$ cat config.mk
export PLATFORM = sky130hd
export DESIGN_NAME = nearest_sample_resampler_flat
export DESIGN_NICKNAME = d
export VERILOG_FILES = /design/src/nsr_pkg.sv /design/src/nsr_if.sv /design/src/nsr_front.sv /design/src/nsr_back.sv /design/src/nearest_sample_resampler.sv /design/src/flat_wrapper.sv
export SDC_FILE = /design/constraint.sdc
export NUM_CORES = 1
export LEC_CHECK = 0
export BUFFER_PORTS_ARGS = -buffer_cell sky130_fd_sc_hd__buf_2
export CAP_MARGIN = 10
export CELL_PAD_IN_SITES_DETAIL_PLACEMENT = 0
export CELL_PAD_IN_SITES_GLOBAL_PLACEMENT = 1
export CORE_MARGIN = 2
export CORE_UTILIZATION = 31
export DETAILED_ROUTE_END_ITERATION = 16
export MAX_ROUTING_LAYER = met4
export PLACE_DENSITY = 0.67
export SLEW_MARGIN = 10
export SYNTH_ARGS = -nofsm -noshare
export SYNTH_HDL_FRONTEND = slang
export SYNTH_SLANG_ARGS = --single-unit
$ cat constraint.sdc
create_clock -name clk -period 5.35 [get_ports clk]
set_input_delay 0.8025 -clock clk [delete_from_list [all_inputs] [get_ports clk]]
set_output_delay 0.8025 -clock clk [all_outputs]
set_load 0.1 [all_outputs]
$ cat src/nsr_pkg.sv
// ----------------------------------------------------------------------------
// nsr_pkg
// Shared types and constants of the nearest-sample resampler.
// ----------------------------------------------------------------------------
package nsr_pkg;

	// word widths fixed by the register map and the sample format
	localparam int unsigned SAMPLE_W    = 16;
	localparam int unsigned STEP_W      = 16;
	localparam int unsigned OUT_COUNT_W = 24;
	localparam int unsigned CFG_DATA_W  = 24;
	localparam int unsigned CFG_IDX_W   = 2;

	// defaults for the top-level parameters
	localparam int unsigned COUNT_BITS_DEF  = 24;
	localparam int unsigned QUEUE_DEPTH_DEF = 2;

	// smallest step honoured; anything below is raised to it
	localparam logic [STEP_W-1:0] STEP_MIN   = STEP_W'(4);
	localparam logic [STEP_W-1:0] STEP_RESET = STEP_W'(256);

	// register indexes
	typedef enum logic [CFG_IDX_W-1:0] {
		REG_FRAC_STEP  = 2'd0,
		REG_OUT_COUNT  = 2'd1,
		REG_IN_WIDE    = 2'd2,
		REG_OUT_NARROW = 2'd3
	} nsr_reg_t;

	// configuration as seen by front and back
	typedef struct packed {
		logic [STEP_W-1:0]      frac_step;
		logic [OUT_COUNT_W-1:0] out_count;
		logic                   in_wide;
		logic                   out_narrow;
	} nsr_cfg_t;

	// head of the sample queue, front to back
	typedef struct packed {
		logic                       valid;
		logic signed [SAMPLE_W-1:0] sample;
	} nsr_q_t;

endpackage

$ cat src/nsr_if.sv
// ----------------------------------------------------------------------------
// nsr_in_if / nsr_out_if
// Valid/ready channels carrying source samples in and resampled words out.
// ----------------------------------------------------------------------------
interface nsr_in_if;
	logic        valid;
	logic        ready;
	logic [15:0] in_sample;

	modport source (output valid, output in_sample, input ready);
	modport sink   (input valid, input in_sample, output ready);
endinterface

interface nsr_out_if;
	logic               valid;
	logic               ready;
	logic signed [15:0] out_sample;
	logic               last;

	modport source (output valid, output out_sample, output last, input ready);
	modport sink   (input valid, input out_sample, input last, output ready);
endinterface

$ cat src/nsr_front.sv
// ----------------------------------------------------------------------------
// nsr_front
// Accepts source words, converts them to the output format and queues them.
// ----------------------------------------------------------------------------
module nsr_front
	import nsr_pkg::*;
#(
	parameter int unsigned QUEUE_DEPTH = QUEUE_DEPTH_DEF
) (
	input  logic     clk,
	input  logic     arst_n,
	input  nsr_cfg_t cfg,
	nsr_in_if.sink   samples,
	output nsr_q_t   q,
	input  logic     pop
);

	localparam int unsigned PTR_W = (QUEUE_DEPTH > 1) ? $clog2(QUEUE_DEPTH) : 1;
	localparam int unsigned CNT_W = $clog2(QUEUE_DEPTH + 1);
	localparam logic [PTR_W-1:0] PTR_LAST = PTR_W'(QUEUE_DEPTH - 1);
	localparam logic [CNT_W-1:0] CNT_FULL = CNT_W'(QUEUE_DEPTH);

	logic signed [SAMPLE_W-1:0] slot_q [QUEUE_DEPTH];
	logic [PTR_W-1:0]           wr_ptr_q;
	logic [PTR_W-1:0]           rd_ptr_q;
	logic [CNT_W-1:0]           fill_q;
	logic signed [SAMPLE_W-1:0] wide;
	logic signed [SAMPLE_W-1:0] conv;
	logic                       push;
	logic                       take;

	// widen to signed 16 bits: 8-bit input is offset binary in the low byte
	always_comb begin
		if (cfg.in_wide) begin
			wide = samples.in_sample;
		end else begin
			wide = {~samples.in_sample[7], samples.in_sample[6:0], 8'h00};
		end
	end

	// optional narrowing, arithmetic shift right by a byte
	assign conv = cfg.out_narrow ? {{8{wide[15]}}, wide[15:8]} : wide;

	assign samples.ready = (fill_q != CNT_FULL);
	assign push          = samples.valid && samples.ready;
	assign take          = pop && (fill_q != '0);

	assign q.valid  = (fill_q != '0);
	assign q.sample = slot_q[rd_ptr_q];

	// queue storage
	always_ff @(posedge clk) begin
		if (push) begin
			slot_q[wr_ptr_q] <= conv;
		end
	end

	// queue pointers and fill
	always_ff @(posedge clk or negedge arst_n) begin
		if (!arst_n) begin
			wr_ptr_q <= '0;
			rd_ptr_q <= '0;
			fill_q   <= '0;
		end else begin
			if (push) begin
				wr_ptr_q <= (wr_ptr_q == PTR_LAST) ? '0 : wr_ptr_q + 1'b1;
			end
			if (take) begin
				rd_ptr_q <= (rd_ptr_q == PTR_LAST) ? '0 : rd_ptr_q + 1'b1;
			end
			if (push && !take) begin
				fill_q <= fill_q + 1'b1;
			end else if (take && !push) begin
				fill_q <= fill_q - 1'b1;
			end
		end
	end

endmodule

$ cat src/nsr_back.sv
// ----------------------------------------------------------------------------
// nsr_back
// Walks the output position against the source index, emitting one word a
// cycle into the output register while it is free, and retires each queued sample.
// ----------------------------------------------------------------------------
module nsr_back
	import nsr_pkg::*;
#(
	parameter int unsigned COUNT_BITS = COUNT_BITS_DEF
) (
	input  logic     clk,
	input  logic     arst_n,
	input  nsr_cfg_t cfg,
	input  nsr_q_t   q,
	output logic     pop,
	nsr_out_if.source results
);

	localparam int unsigned POS_W = COUNT_BITS + 16;
	localparam int unsigned CMP_W = (COUNT_BITS > OUT_COUNT_W) ? COUNT_BITS : OUT_COUNT_W;

	logic [POS_W-1:0]      pos_q;
	logic [COUNT_BITS-1:0] idx_q;
	logic [COUNT_BITS-1:0] emitted_q;
	logic                  out_valid_q;
	logic signed [15:0]    out_sample_q;
	logic                  out_last_q;

	logic [STEP_W-1:0]     step;
	logic [POS_W-1:0]      pos_nx;
	logic [COUNT_BITS-1:0] emitted_nx;
	logic [CMP_W-1:0]      limit;
	logic                  match_now;
	logic                  match_nx;
	logic                  emit_now;
	logic                  out_free;
	logic                  fire;
	logic                  cont;

	assign step       = (cfg.frac_step < STEP_MIN) ? STEP_MIN : cfg.frac_step;
	assign pos_nx     = pos_q + POS_W'(step);
	assign emitted_nx = emitted_q + 1'b1;
	assign limit      = CMP_W'(cfg.out_count);

	// integer part of the position against the current source index
	assign match_now = (pos_q[POS_W-1:8] == {8'h00, idx_q});
	assign match_nx  = (pos_nx[POS_W-1:8] == {8'h00, idx_q});

	assign emit_now = q.valid && (CMP_W'(emitted_q) < limit) && match_now;
	assign out_free = !out_valid_q || results.ready;
	assign fire     = emit_now && out_free;

	// would the following word still belong to this sample
	assign cont = (CMP_W'(emitted_nx) < limit) && match_nx;

	// retire the sample with its last word, or at once if it gives none
	assign pop = q.valid && (!emit_now || (fire && !cont));

	assign results.valid      = out_valid_q;
	assign results.out_sample = out_sample_q;
	assign results.last       = out_last_q;

	// output word register
	always_ff @(posedge clk) begin
		if (fire) begin
			out_sample_q <= q.sample;
			out_last_q   <= (CMP_W'(emitted_nx) == limit);
		end
	end

	// position, index, count and output valid
	always_ff @(posedge clk or negedge arst_n) begin
		if (!arst_n) begin
			pos_q       <= '0;
			idx_q       <= '0;
			emitted_q   <= '0;
			out_valid_q <= 1'b0;
		end else begin
			if (fire) begin
				pos_q     <= pos_nx;
				emitted_q <= emitted_nx;
			end
			if (pop) begin
				idx_q <= idx_q + 1'b1;
			end
			if (fire) begin
				out_valid_q <= 1'b1;
			end else if (results.ready) begin
				out_valid_q <= 1'b0;
			end
		end
	end

endmodule

$ cat src/nearest_sample_resampler.sv
// ----------------------------------------------------------------------------
// nearest_sample_resampler
// Nearest-neighbour sample rate converter with an 8.8 fixed-point step.
// ----------------------------------------------------------------------------
// Source words enter on the samples channel, one mono sample per word, and
// resampled words leave on the results channel; both are valid/ready and a
// word moves when valid and ready are high at a rising edge. Registers are
// written through cfg_we/cfg_index/cfg_data while the block is idle.
// Each source sample is converted on entry and queued; the back end then
// emits one result word per cycle, while the output register is free, for
// every output position falling on that sample, the final word of the
// programmed count flagged last. A sample holds the back end until its
// last word is emitted, or is retired at once if it yields none; the
// limit is the single position adder stepping once per word.
// A taken word is queued, and its first result is then registered at the output.
// Reset clears the position, source index and word count and empties the
// queue and output register; registers return to step 256, count 0.
// A stalled receiver holds the output word; the queue keeps taking
// source words until it is full.
// ----------------------------------------------------------------------------
module nearest_sample_resampler
	import nsr_pkg::*;
#(
	parameter int unsigned COUNT_BITS  = COUNT_BITS_DEF,
	parameter int unsigned QUEUE_DEPTH = QUEUE_DEPTH_DEF
) (
	input  logic                  clk,
	input  logic                  arst_n,
	input  logic                  cfg_we,
	input  logic [CFG_IDX_W-1:0]  cfg_index,
	input  logic [CFG_DATA_W-1:0] cfg_data,
	nsr_in_if.sink                samples,
	nsr_out_if.source             results
);

	nsr_cfg_t cfg_q;
	nsr_q_t   q;
	logic     pop;

	// register file
	always_ff @(posedge clk or negedge arst_n) begin
		if (!arst_n) begin
			cfg_q.frac_step  <= STEP_RESET;
			cfg_q.out_count  <= '0;
			cfg_q.in_wide    <= 1'b0;
			cfg_q.out_narrow <= 1'b0;
		end else if (cfg_we) begin
			case (nsr_reg_t'(cfg_index))
				REG_FRAC_STEP:  cfg_q.frac_step  <= cfg_data[STEP_W-1:0];
				REG_OUT_COUNT:  cfg_q.out_count  <= cfg_data[OUT_COUNT_W-1:0];
				REG_IN_WIDE:    cfg_q.in_wide    <= cfg_data[0];
				REG_OUT_NARROW: cfg_q.out_narrow <= cfg_data[0];
				default: ;
			endcase
		end
	end

	nsr_front #(
		.QUEUE_DEPTH (QUEUE_DEPTH)
	) u_front (
		.clk     (clk),
		.arst_n  (arst_n),
		.cfg     (cfg_q),
		.samples (samples),
		.q       (q),
		.pop     (pop)
	);

	nsr_back #(
		.COUNT_BITS (COUNT_BITS)
	) u_back (
		.clk     (clk),
		.arst_n  (arst_n),
		.cfg     (cfg_q),
		.q       (q),
		.pop     (pop),
		.results (results)
	);

	// a sample is only retired when one is queued
	a_pop_needs_entry: assert property (@(posedge clk) disable iff (!arst_n)
		pop |-> q.valid)
		else $error("retire with empty queue");

	// an accepted word is waiting in the queue on the next cycle
	a_accept_queues: assert property (@(posedge clk) disable iff (!arst_n)
		(samples.valid && samples.ready) |=> q.valid)
		else $error("accepted word missing from queue");

	// with nothing queued the back end cannot start a new word
	a_no_word_without_entry: assert property (@(posedge clk) disable iff (!arst_n)
		(!q.valid && !results.valid) |=> !results.valid)
		else $error("result word without a queued sample");

endmodule

$ cat src/flat_wrapper.sv
// flat-port wrapper written by rule: the top's interface ports become plain ports
module nearest_sample_resampler_flat import nsr_pkg::*;
#(
	parameter int unsigned COUNT_BITS  = COUNT_BITS_DEF,
	parameter int unsigned QUEUE_DEPTH = QUEUE_DEPTH_DEF
)
  (clk, arst_n, cfg_we, cfg_index, cfg_data, samples_valid, samples_in_sample, samples_ready, results_valid, results_out_sample, results_last, results_ready);
  nsr_in_if samples_i ();
  nsr_out_if results_i ();
  input  logic clk;
  input  logic arst_n;
  input  logic cfg_we;
  input  logic [CFG_IDX_W-1:0] cfg_index;
  input  logic [CFG_DATA_W-1:0] cfg_data;
  input wire logic [$bits(samples_i.valid)-1:0] samples_valid;
  input wire logic [$bits(samples_i.in_sample)-1:0] samples_in_sample;
  output wire logic [$bits(samples_i.ready)-1:0] samples_ready;
  output wire logic [$bits(results_i.valid)-1:0] results_valid;
  output wire logic [$bits(results_i.out_sample)-1:0] results_out_sample;
  output wire logic [$bits(results_i.last)-1:0] results_last;
  input wire logic [$bits(results_i.ready)-1:0] results_ready;
  assign samples_i.valid = samples_valid;
  assign samples_i.in_sample = samples_in_sample;
  assign samples_ready = samples_i.ready;
  assign results_valid = results_i.valid;
  assign results_out_sample = results_i.out_sample;
  assign results_last = results_i.last;
  assign results_i.ready = results_ready;
  nearest_sample_resampler #(.COUNT_BITS(COUNT_BITS), .QUEUE_DEPTH(QUEUE_DEPTH)) u_core (.clk(clk), .arst_n(arst_n), .cfg_we(cfg_we), .cfg_index(cfg_index), .cfg_data(cfg_data), .samples(samples_i), .results(results_i));
endmodule
# After elaboration in Yosys (flattened, before gate mapping)
# Memory sizes are Yosys's and may differ from the RTL's. A register that Yosys moved wholly into a read port is not among the register bits.
# Index checks and enable logic that the tools add are counted.
[classes] n_addsub=7 magnitude_cmp=3 n_eq_ne=7 muxes=11 bitwise=1 n_reduce_logical=25
[ops] cell="$eq A32 B24 Y1" count=2
[ops] cell="$add A24 B1 Y24 const B" count=2
[ops] cell="$lt A24 B24 Y1" count=2
[ops] cell="$add A40 B16 Y40" count=1
[ops] cell="$mux W16" count=2
[ops] cell="$eq A24 B24 Y1" count=1
[ops] cell="$lt A16 B3 Y1 const B" count=1
[ops] cell="$mux W15" count=1
[ops] cell="$logic_and A1 B1 Y1" count=10
[ops] cell="$reduce_and A2 Y1" count=4
[ops] cell="$mux W1" count=6
[ops] cell="$reduce_bool A2 Y1" count=3
[ops] cell="$logic_not A1 Y1" count=5
[ops] cell="$eq A2 B2 Y1 const B" count=2
[ops] cell="$mux W2" count=2
[ops] cell="$add A1 B1 Y1 const B" count=2
[ops] cell="$add A2 B1 Y2 const B" count=1
[ops] cell="$eq A2 B1 Y1 const B" count=1
[ops] cell="$logic_not A2 Y1" count=1
[ops] cell="$logic_or A1 B1 Y1" count=2
[ops] cell="$ne A2 B2 Y1 const B" count=1
[ops] cell="$sub A2 B1 Y2 const B" count=1
[ops] cell="$not A1 Y1" count=1
[word_totals] reg_bits=136 mem_bits_rw=32 in_bits=47 out_inout_bits=19 elab_cells=67 memories=1
[memory_table] memory="u_core.u_front.slot_q" words=2 width=16 rd=1 rd_ports_with_merged_regs=1 wr=1 line="nsr_front.sv:23" source="logic signed [SAMPLE_W-1:0] slot_q [QUEUE_DEPTH];"

# Logic depth before layout (Yosys ltp)
[logic_depth] word_depth=13 mapped_depth=23 mapped_depth_nobuf=23

# Hierarchy
# A second synthesis with hierarchy kept.
[unflattened] cells_unflattened=1051 hier_area_um2=10978.0
[modules_own_cells] mod="nsr_back" instances=1 cells_per_inst=854 area_per_inst_um2=7768.7
[modules_own_cells] mod="nearest_sample_resampler" instances=1 cells_per_inst=91 area_per_inst_um2=1606.5
[modules_own_cells] mod="nsr_front" instances=1 cells_per_inst=106 area_per_inst_um2=1602.8

# Least setup slack after synthesis
# No wires, ideal clock.
[synth_timing] kind="reg-to-reg" from="register u_core.u_back.emitted_q[2]" to="register u_core.u_front.fill_q[1]" arrival_ns=4.343 t_required_ns=5.225 path_slack_ns=0.882 stages_incl_launch_ff=22 path_buffers=0 period_less_slack_ns=4.468 path_cell_list="dfrtp_1 > nand3_1 > nor2_1 > nand3_1 > nor3_1 > nand2_1 > xnor2_1 > ha_1 > a21o_1 > a21o_1 > a32o_1 > a2111oi_0 > nand4_1 > nor4_1 > nand4_1 > o21ai_2 > a21oi_2 > inv_1 > ha_1 > xor2_1 > nor2_1 > xor2_1"
[synth_via] elab_chain_len=11 elab_cells_between_ends=18
[synth_lines] element="from (decl)" line="nsr_back.sv:24" source="logic [COUNT_BITS-1:0] emitted_q;"
[synth_lines] element="from (signal assigned)" line="nsr_back.sv:81" source="emitted_q <= emitted_nx;"
[synth_lines] element="$add A24 B1 Y24 (*)" line="nsr_back.sv:42" source="assign emitted_nx = emitted_q + 1'b1;"
[synth_lines] element="via u_core.u_back.emitted_nx[21]" line="nsr_back.sv:31" source="logic [COUNT_BITS-1:0] emitted_nx;"
[synth_lines] element="$lt A24 B24 Y1 (*)" line="nsr_back.sv:54" source="assign cont = (CMP_W'(emitted_nx) < limit) && match_nx;"
[synth_lines] element="$logic_and A1 B1 Y1 (*)" line="nsr_back.sv:54"
[synth_lines] element="$logic_not A1 Y1 (*)" line="nsr_back.sv:57" source="assign pop = q.valid && (!emit_now || (fire && !cont));"
[synth_lines] element="$logic_and A1 B1 Y1 (*)" line="nsr_back.sv:57"
[synth_lines] element="$logic_or A1 B1 Y1 (*)" line="nsr_back.sv:57"
[synth_lines] element="$logic_and A1 B1 Y1 (*)" line="nsr_back.sv:57"
[synth_lines] element="$logic_and A1 B1 Y1 (*)" line="nsr_front.sv:46" source="assign take = pop && (fill_q != '0);"
[synth_lines] element="$logic_not A1 Y1" line="nsr_front.sv:71" source="if (push && !take) begin"
[synth_lines] element="$logic_and A1 B1 Y1" line="nsr_front.sv:71"
[synth_lines] element="$mux W2 / $reduce_bool A2 Y1 (equally long branches)"
[synth_lines] element="to (signal assigned)" line="nsr_front.sv:72" source="fill_q <= fill_q + 1'b1;"
[synth_lines] element="to (signal assigned)" line="nsr_front.sv:74" source="fill_q <= fill_q - 1'b1;"
[synth_lines] element="to (decl)" line="nsr_front.sv:26" source="logic [CNT_W-1:0] fill_q;"
# The timed path passes the listed nets; every way through them passes the cells marked *.
# A chain may end at the register's enable or synchronous reset.

# Final worst setup path
[layout_timing] from="register u_core.u_back.emitted_q[0]" to="register u_core.u_front.fill_q[1]"
# Same word-level chain as after synthesis.

==> results.cfg <==
[yosys]
synth.top_cell.area_share_pct = 30.7
syn_nets = 1157
post_synth_inst_count = 1042
yosys_register_bits = 184
netlist_area_sq_um = 10900
syn_area_per_cell_sq_um = 10.5
netlist_top_cells_area = sky130_fd_sc_hd__dfrtp_1, sky130_fd_sc_hd__edfxtp_1, sky130_fd_sc_hd__ha_1
post-synth-top-area-cell = sky130_fd_sc_hd__dfrtp_1
synth_cell_type_count = 68
ys.flop_type = sky130_fd_sc_hd__dfrtp_1
number_of_flops_mapped_to_enable_cells_by_yosys = 49
synth.most_common_cell = sky130_fd_sc_hd__dfrtp_1
synth_commonest_cells = sky130_fd_sc_hd__dfrtp_1, sky130_fd_sc_hd__nand2_1, sky130_fd_sc_hd__xor2_1
synth_seq_area_share_pct = 44.5
share_of_flip_flops_with_an_asynchronous_set_or_reset_pct = 73.4
ys_warn_count = 0

[global_routing]
grt_pass1_wl_mm = 44.1
grt_antenna_before_repair = 0
first_global_vias = 7847
global_route.usage.total_pct = 16.0
grt_max_degree = 100
globalRouteOverflowTotal = 0

[cells_and_area]
nets = 1193
antennaDiodeCount = 0
share_of_layout_cells_above_drive_strength_1_pct = 17.3
area.growth.synth_to_final_pct = 12.2

[clock_network]
tritoncts_buffer_count = 17
worstSkewPairLatency_ns = 0.45
clk_root_buffer_cell = sky130_fd_sc_hd__clkbuf_16
clkSlewWorstSetupHoldPaths_ns = 0.07
cts_max_path_buffers = 2
cts_post_setup_buffers_inserted = 0
cts-htree-levels = 4
clock_sinks = 184
cts_tree = built

[floorplanning]
floorplan.core_area_sq_um = 34600
fp.dieW_um = 192
floorplan.die_area_sq_um = 36700
die_y_um = 192
rows = 68
num_io_pins = 66
floorplan.initialDensity_pct = 31.5

[sta]
timing.setup.tns_ns = 0
slew_headroom_pct = 34.6
slew_at_the_pin_closest_to_its_max_slew_limit_ns = 0.977
final_critical_path_share_of_the_clock_period_pct = 91.3
worst_slack_on_hold_paths_ns = 0.413
period_minus_slack_ns = 4.88
timing_max_transition_violations_final = 0
grt_setup_unrepaired = false
timing.clock.skew_ns = 0.0114
setup_viol = 0
hold_viol_final = 0
max_freq_ghz = 0.205

[detailed_routing]
detailed_route_via_count = 7802
post-route-drc-count = 0
routed_len_inst_um = 17.5
drtAntennaViolNets = 0
routed_wirelength_mm = 27.1
post_drt_via_cell_ratio = 5.05
drt_pre_antenna_iters = 5
detail_route.iter0.violations = 400

[outcome]
result_of_the_run = finished, final reports clean

[placement]
gp_routability_congestion = 0.916
port_buffers = 65
detailedPlacementHpwl_mm = 20.2

[run]
max-cap-violations = 0

[worst_setup_path]
worst_r2r_endpoint = u_core.u_front.fill_q[1]
critical-path-slowest-cell = sky130_fd_sc_hd__a2111oi_0
critPathMaxStageDelay_ns = 0.52
cp-end-kind = register
worstPathCellList = ha_1, nand3_1, or2_2, nor2_1, nand3_1, nor2_2, buf_4, nand2_1, xnor2_1, ha_1, a21o_1, a21o_1, a221oi_1, nor2_1, a2111oi_0, nand4_1, o21ai_2, a21oi_2, inv_1, ha_1, xor2_1, nor2_1, xor2_1
worstPathArrival_ns = 5.22
path_max_fanout = 5
rrSetupSlack_ns = 0.47
worstSetupPathType = reg -> reg
ff2ff_path_depth = 23
r2r-start = u_core.u_back.emitted_q[0]
required_ns = 5.69
crit_path_start_kind = register

[hold_path]
min_path_type = reg -> reg
startpoint_of_the_most_critical_hold_path = u_core.u_back.pos_q[39]
hold_path_endpoint = u_core.u_back.pos_q[39]
hold_path_depth = 0

[power_and_ir_drop]
ir_worst_vdd_uv = 222
cellPowerDensity_nw_per_um2 = 356
leakagePower_uw = 0.00528
## layout make-up
cell class | instances | area [sq um]
clock buffer | 17 | 425
clock inverter | 15 | 140
fill | 3470 | 22400
inverter | 39 | 146
multi-input combinational | 757 | 5670
sequential | 184 | 4850
tap | 455 | 569
timing repair buffer | 79 | 437
## per-layer routing
| layer | vias to the layer above | wire length, um | track usage [%] |
|---|---|---|---|
| met5 | - | 0 | - |
| met1 | 3833 | 13400 | 22.1 |
| met3 | 19 | 883 | 2.92 |
| met4 | 0 | 344 | 3.76 |
| met2 | 131 | 12400 | 24.2 |
| li1 | 3819 | - | - |
## cells in the final DEF (no fill, tap or decap), types with 3 or more instances in the layout
cell                         count
sky130_fd_sc_hd__a21boi_0       10
sky130_fd_sc_hd__nor3_1         16
sky130_fd_sc_hd__a211oi_1       25
sky130_fd_sc_hd__and3_1         18
sky130_fd_sc_hd__o221ai_1        3
sky130_fd_sc_hd__and4_1          3
sky130_fd_sc_hd__o211ai_1       11
sky130_fd_sc_hd__inv_1          39
sky130_fd_sc_hd__mux2i_1        16
sky130_fd_sc_hd__o21ai_1         3
sky130_fd_sc_hd__nand4_1        33
sky130_fd_sc_hd__edfxtp_1       49
sky130_fd_sc_hd__o22ai_1         3
sky130_fd_sc_hd__clkinvlp_4      4
sky130_fd_sc_hd__o21a_1          5
sky130_fd_sc_hd__nand2_1        85
sky130_fd_sc_hd__nand2b_1        6
sky130_fd_sc_hd__ha_1           67
sky130_fd_sc_hd__o21ai_0        38
sky130_fd_sc_hd__inv_6           5
sky130_fd_sc_hd__nor2_1         48
sky130_fd_sc_hd__or2_2           3
sky130_fd_sc_hd__mux2_2         62
sky130_fd_sc_hd__a21o_1         14
sky130_fd_sc_hd__nand3_1        46
sky130_fd_sc_hd__a21oi_2         3
sky130_fd_sc_hd__xnor2_1        62
sky130_fd_sc_hd__a2111oi_0       4
sky130_fd_sc_hd__dfrtp_1       134
sky130_fd_sc_hd__and2_1          6
sky130_fd_sc_hd__a31oi_1         6
sky130_fd_sc_hd__a21oi_1        34
sky130_fd_sc_hd__nor4_1         13
sky130_fd_sc_hd__clkbuf_16      17
sky130_fd_sc_hd__buf_4          14
sky130_fd_sc_hd__buf_2          64
sky130_fd_sc_hd__xnor3_1         4
sky130_fd_sc_hd__xor2_1         72
## critical path: cells and delay by family (launching register included)
| family | cells | cell delay, ns |
|---|---|---|
| simple gates | 9 | 1.64 |
| compound gates | 6 | 1.47 |
| fa+ha+maj | 3 | 0.56 |
| xor+xnor | 3 | 0.42 |
| flops | 1 | 0.42 |
| buf+inv | 2 | 0.25 |
## report_power, final
group          leakage [uW]  total, uW  internal (uW)  switching, uW
clock network      0.000268       1240            651            593
registers           0.00213       1960           1710            250
logic               0.00287       1150            518            635
## sequential cells by signal (all words and copies together), names as in the netlist
name and count:
u_core.cfg_q 42, u_core.u_back.pos_q 40, u_core.u_front.slot_q 32, u_core.u_back.emitted_q 24, u_core.u_back.idx_q 24, u_core.u_back.results.out_sample 16, u_core.u_front.fill_q 2, u_core.u_back.results.last 1
u_core.u_back.results.valid 1, u_core.u_front.rd_ptr_q 1, u_core.u_front.wr_ptr_q 1
## kinds of logic after synthesis
family                     Yosys count  synth area share (%)
adders and majority gates           68                  7.87
xor gates and xnor gates           138                  11.6
DFF                                184                  44.5
buffers and inverters              101                  3.73
and+or+nand+nor                    294                  13.5
AOI/OAI and AO/OA                  178                  10.9
muxes                               79                  7.97
## worst max-delay path by stage
stage / to / cells after the start / start / slack (ns)
6_report: u_core.u_front.fill_q[1] / 23 / u_core.u_back.emitted_q[0] / 0.47
5_1_grt: u_core.u_front.fill_q[1] / 23 / u_core.u_back.emitted_q[0] / 0.09
4_1_cts: u_core.u_front.fill_q[1] / 23 / u_core.u_back.emitted_q[0] / 0.16
3_5_place_dp: u_core.u_front.fill_q[1] / 23 / u_core.u_back.emitted_q[0] / 0.16
3_3_place_gp: u_core.u_front.fill_q[1] / 23 / u_core.u_back.emitted_q[0] / 0.36
2_1_floorplan: u_core.u_front.fill_q[1] / 21 / u_core.u_back.emitted_q[2] / 0.88
## stage by stage
| stage | worst slack [ns] | cells | area, sq um | utilization [%] | total power, uW |
|---|---|---|---|---|---|
| floorplan | 0.882 | 1042 | 10900 | - | 2800 |
| global placement | 0.359 | 1514 | 11700 | 33.7 | 3130 |
| detailed placement | 0.163 | 1514 | 11700 | 33.7 | 3140 |
| CTS | 0.160 | 1546 | 12200 | 35.3 | 4410 |
| global route | 0.0942 | 1546 | 12200 | 35.4 | 4630 |
| finish | 0.465 | 1546 | 12200 | 35.4 | 4360 |
## what timing repair did
action,4_1_cts,5_1_grt
hold buffers,0,0
resized for setup,0,3
endpoints found under the setup margin,0,24
Power figures use the tool's default switching activity.
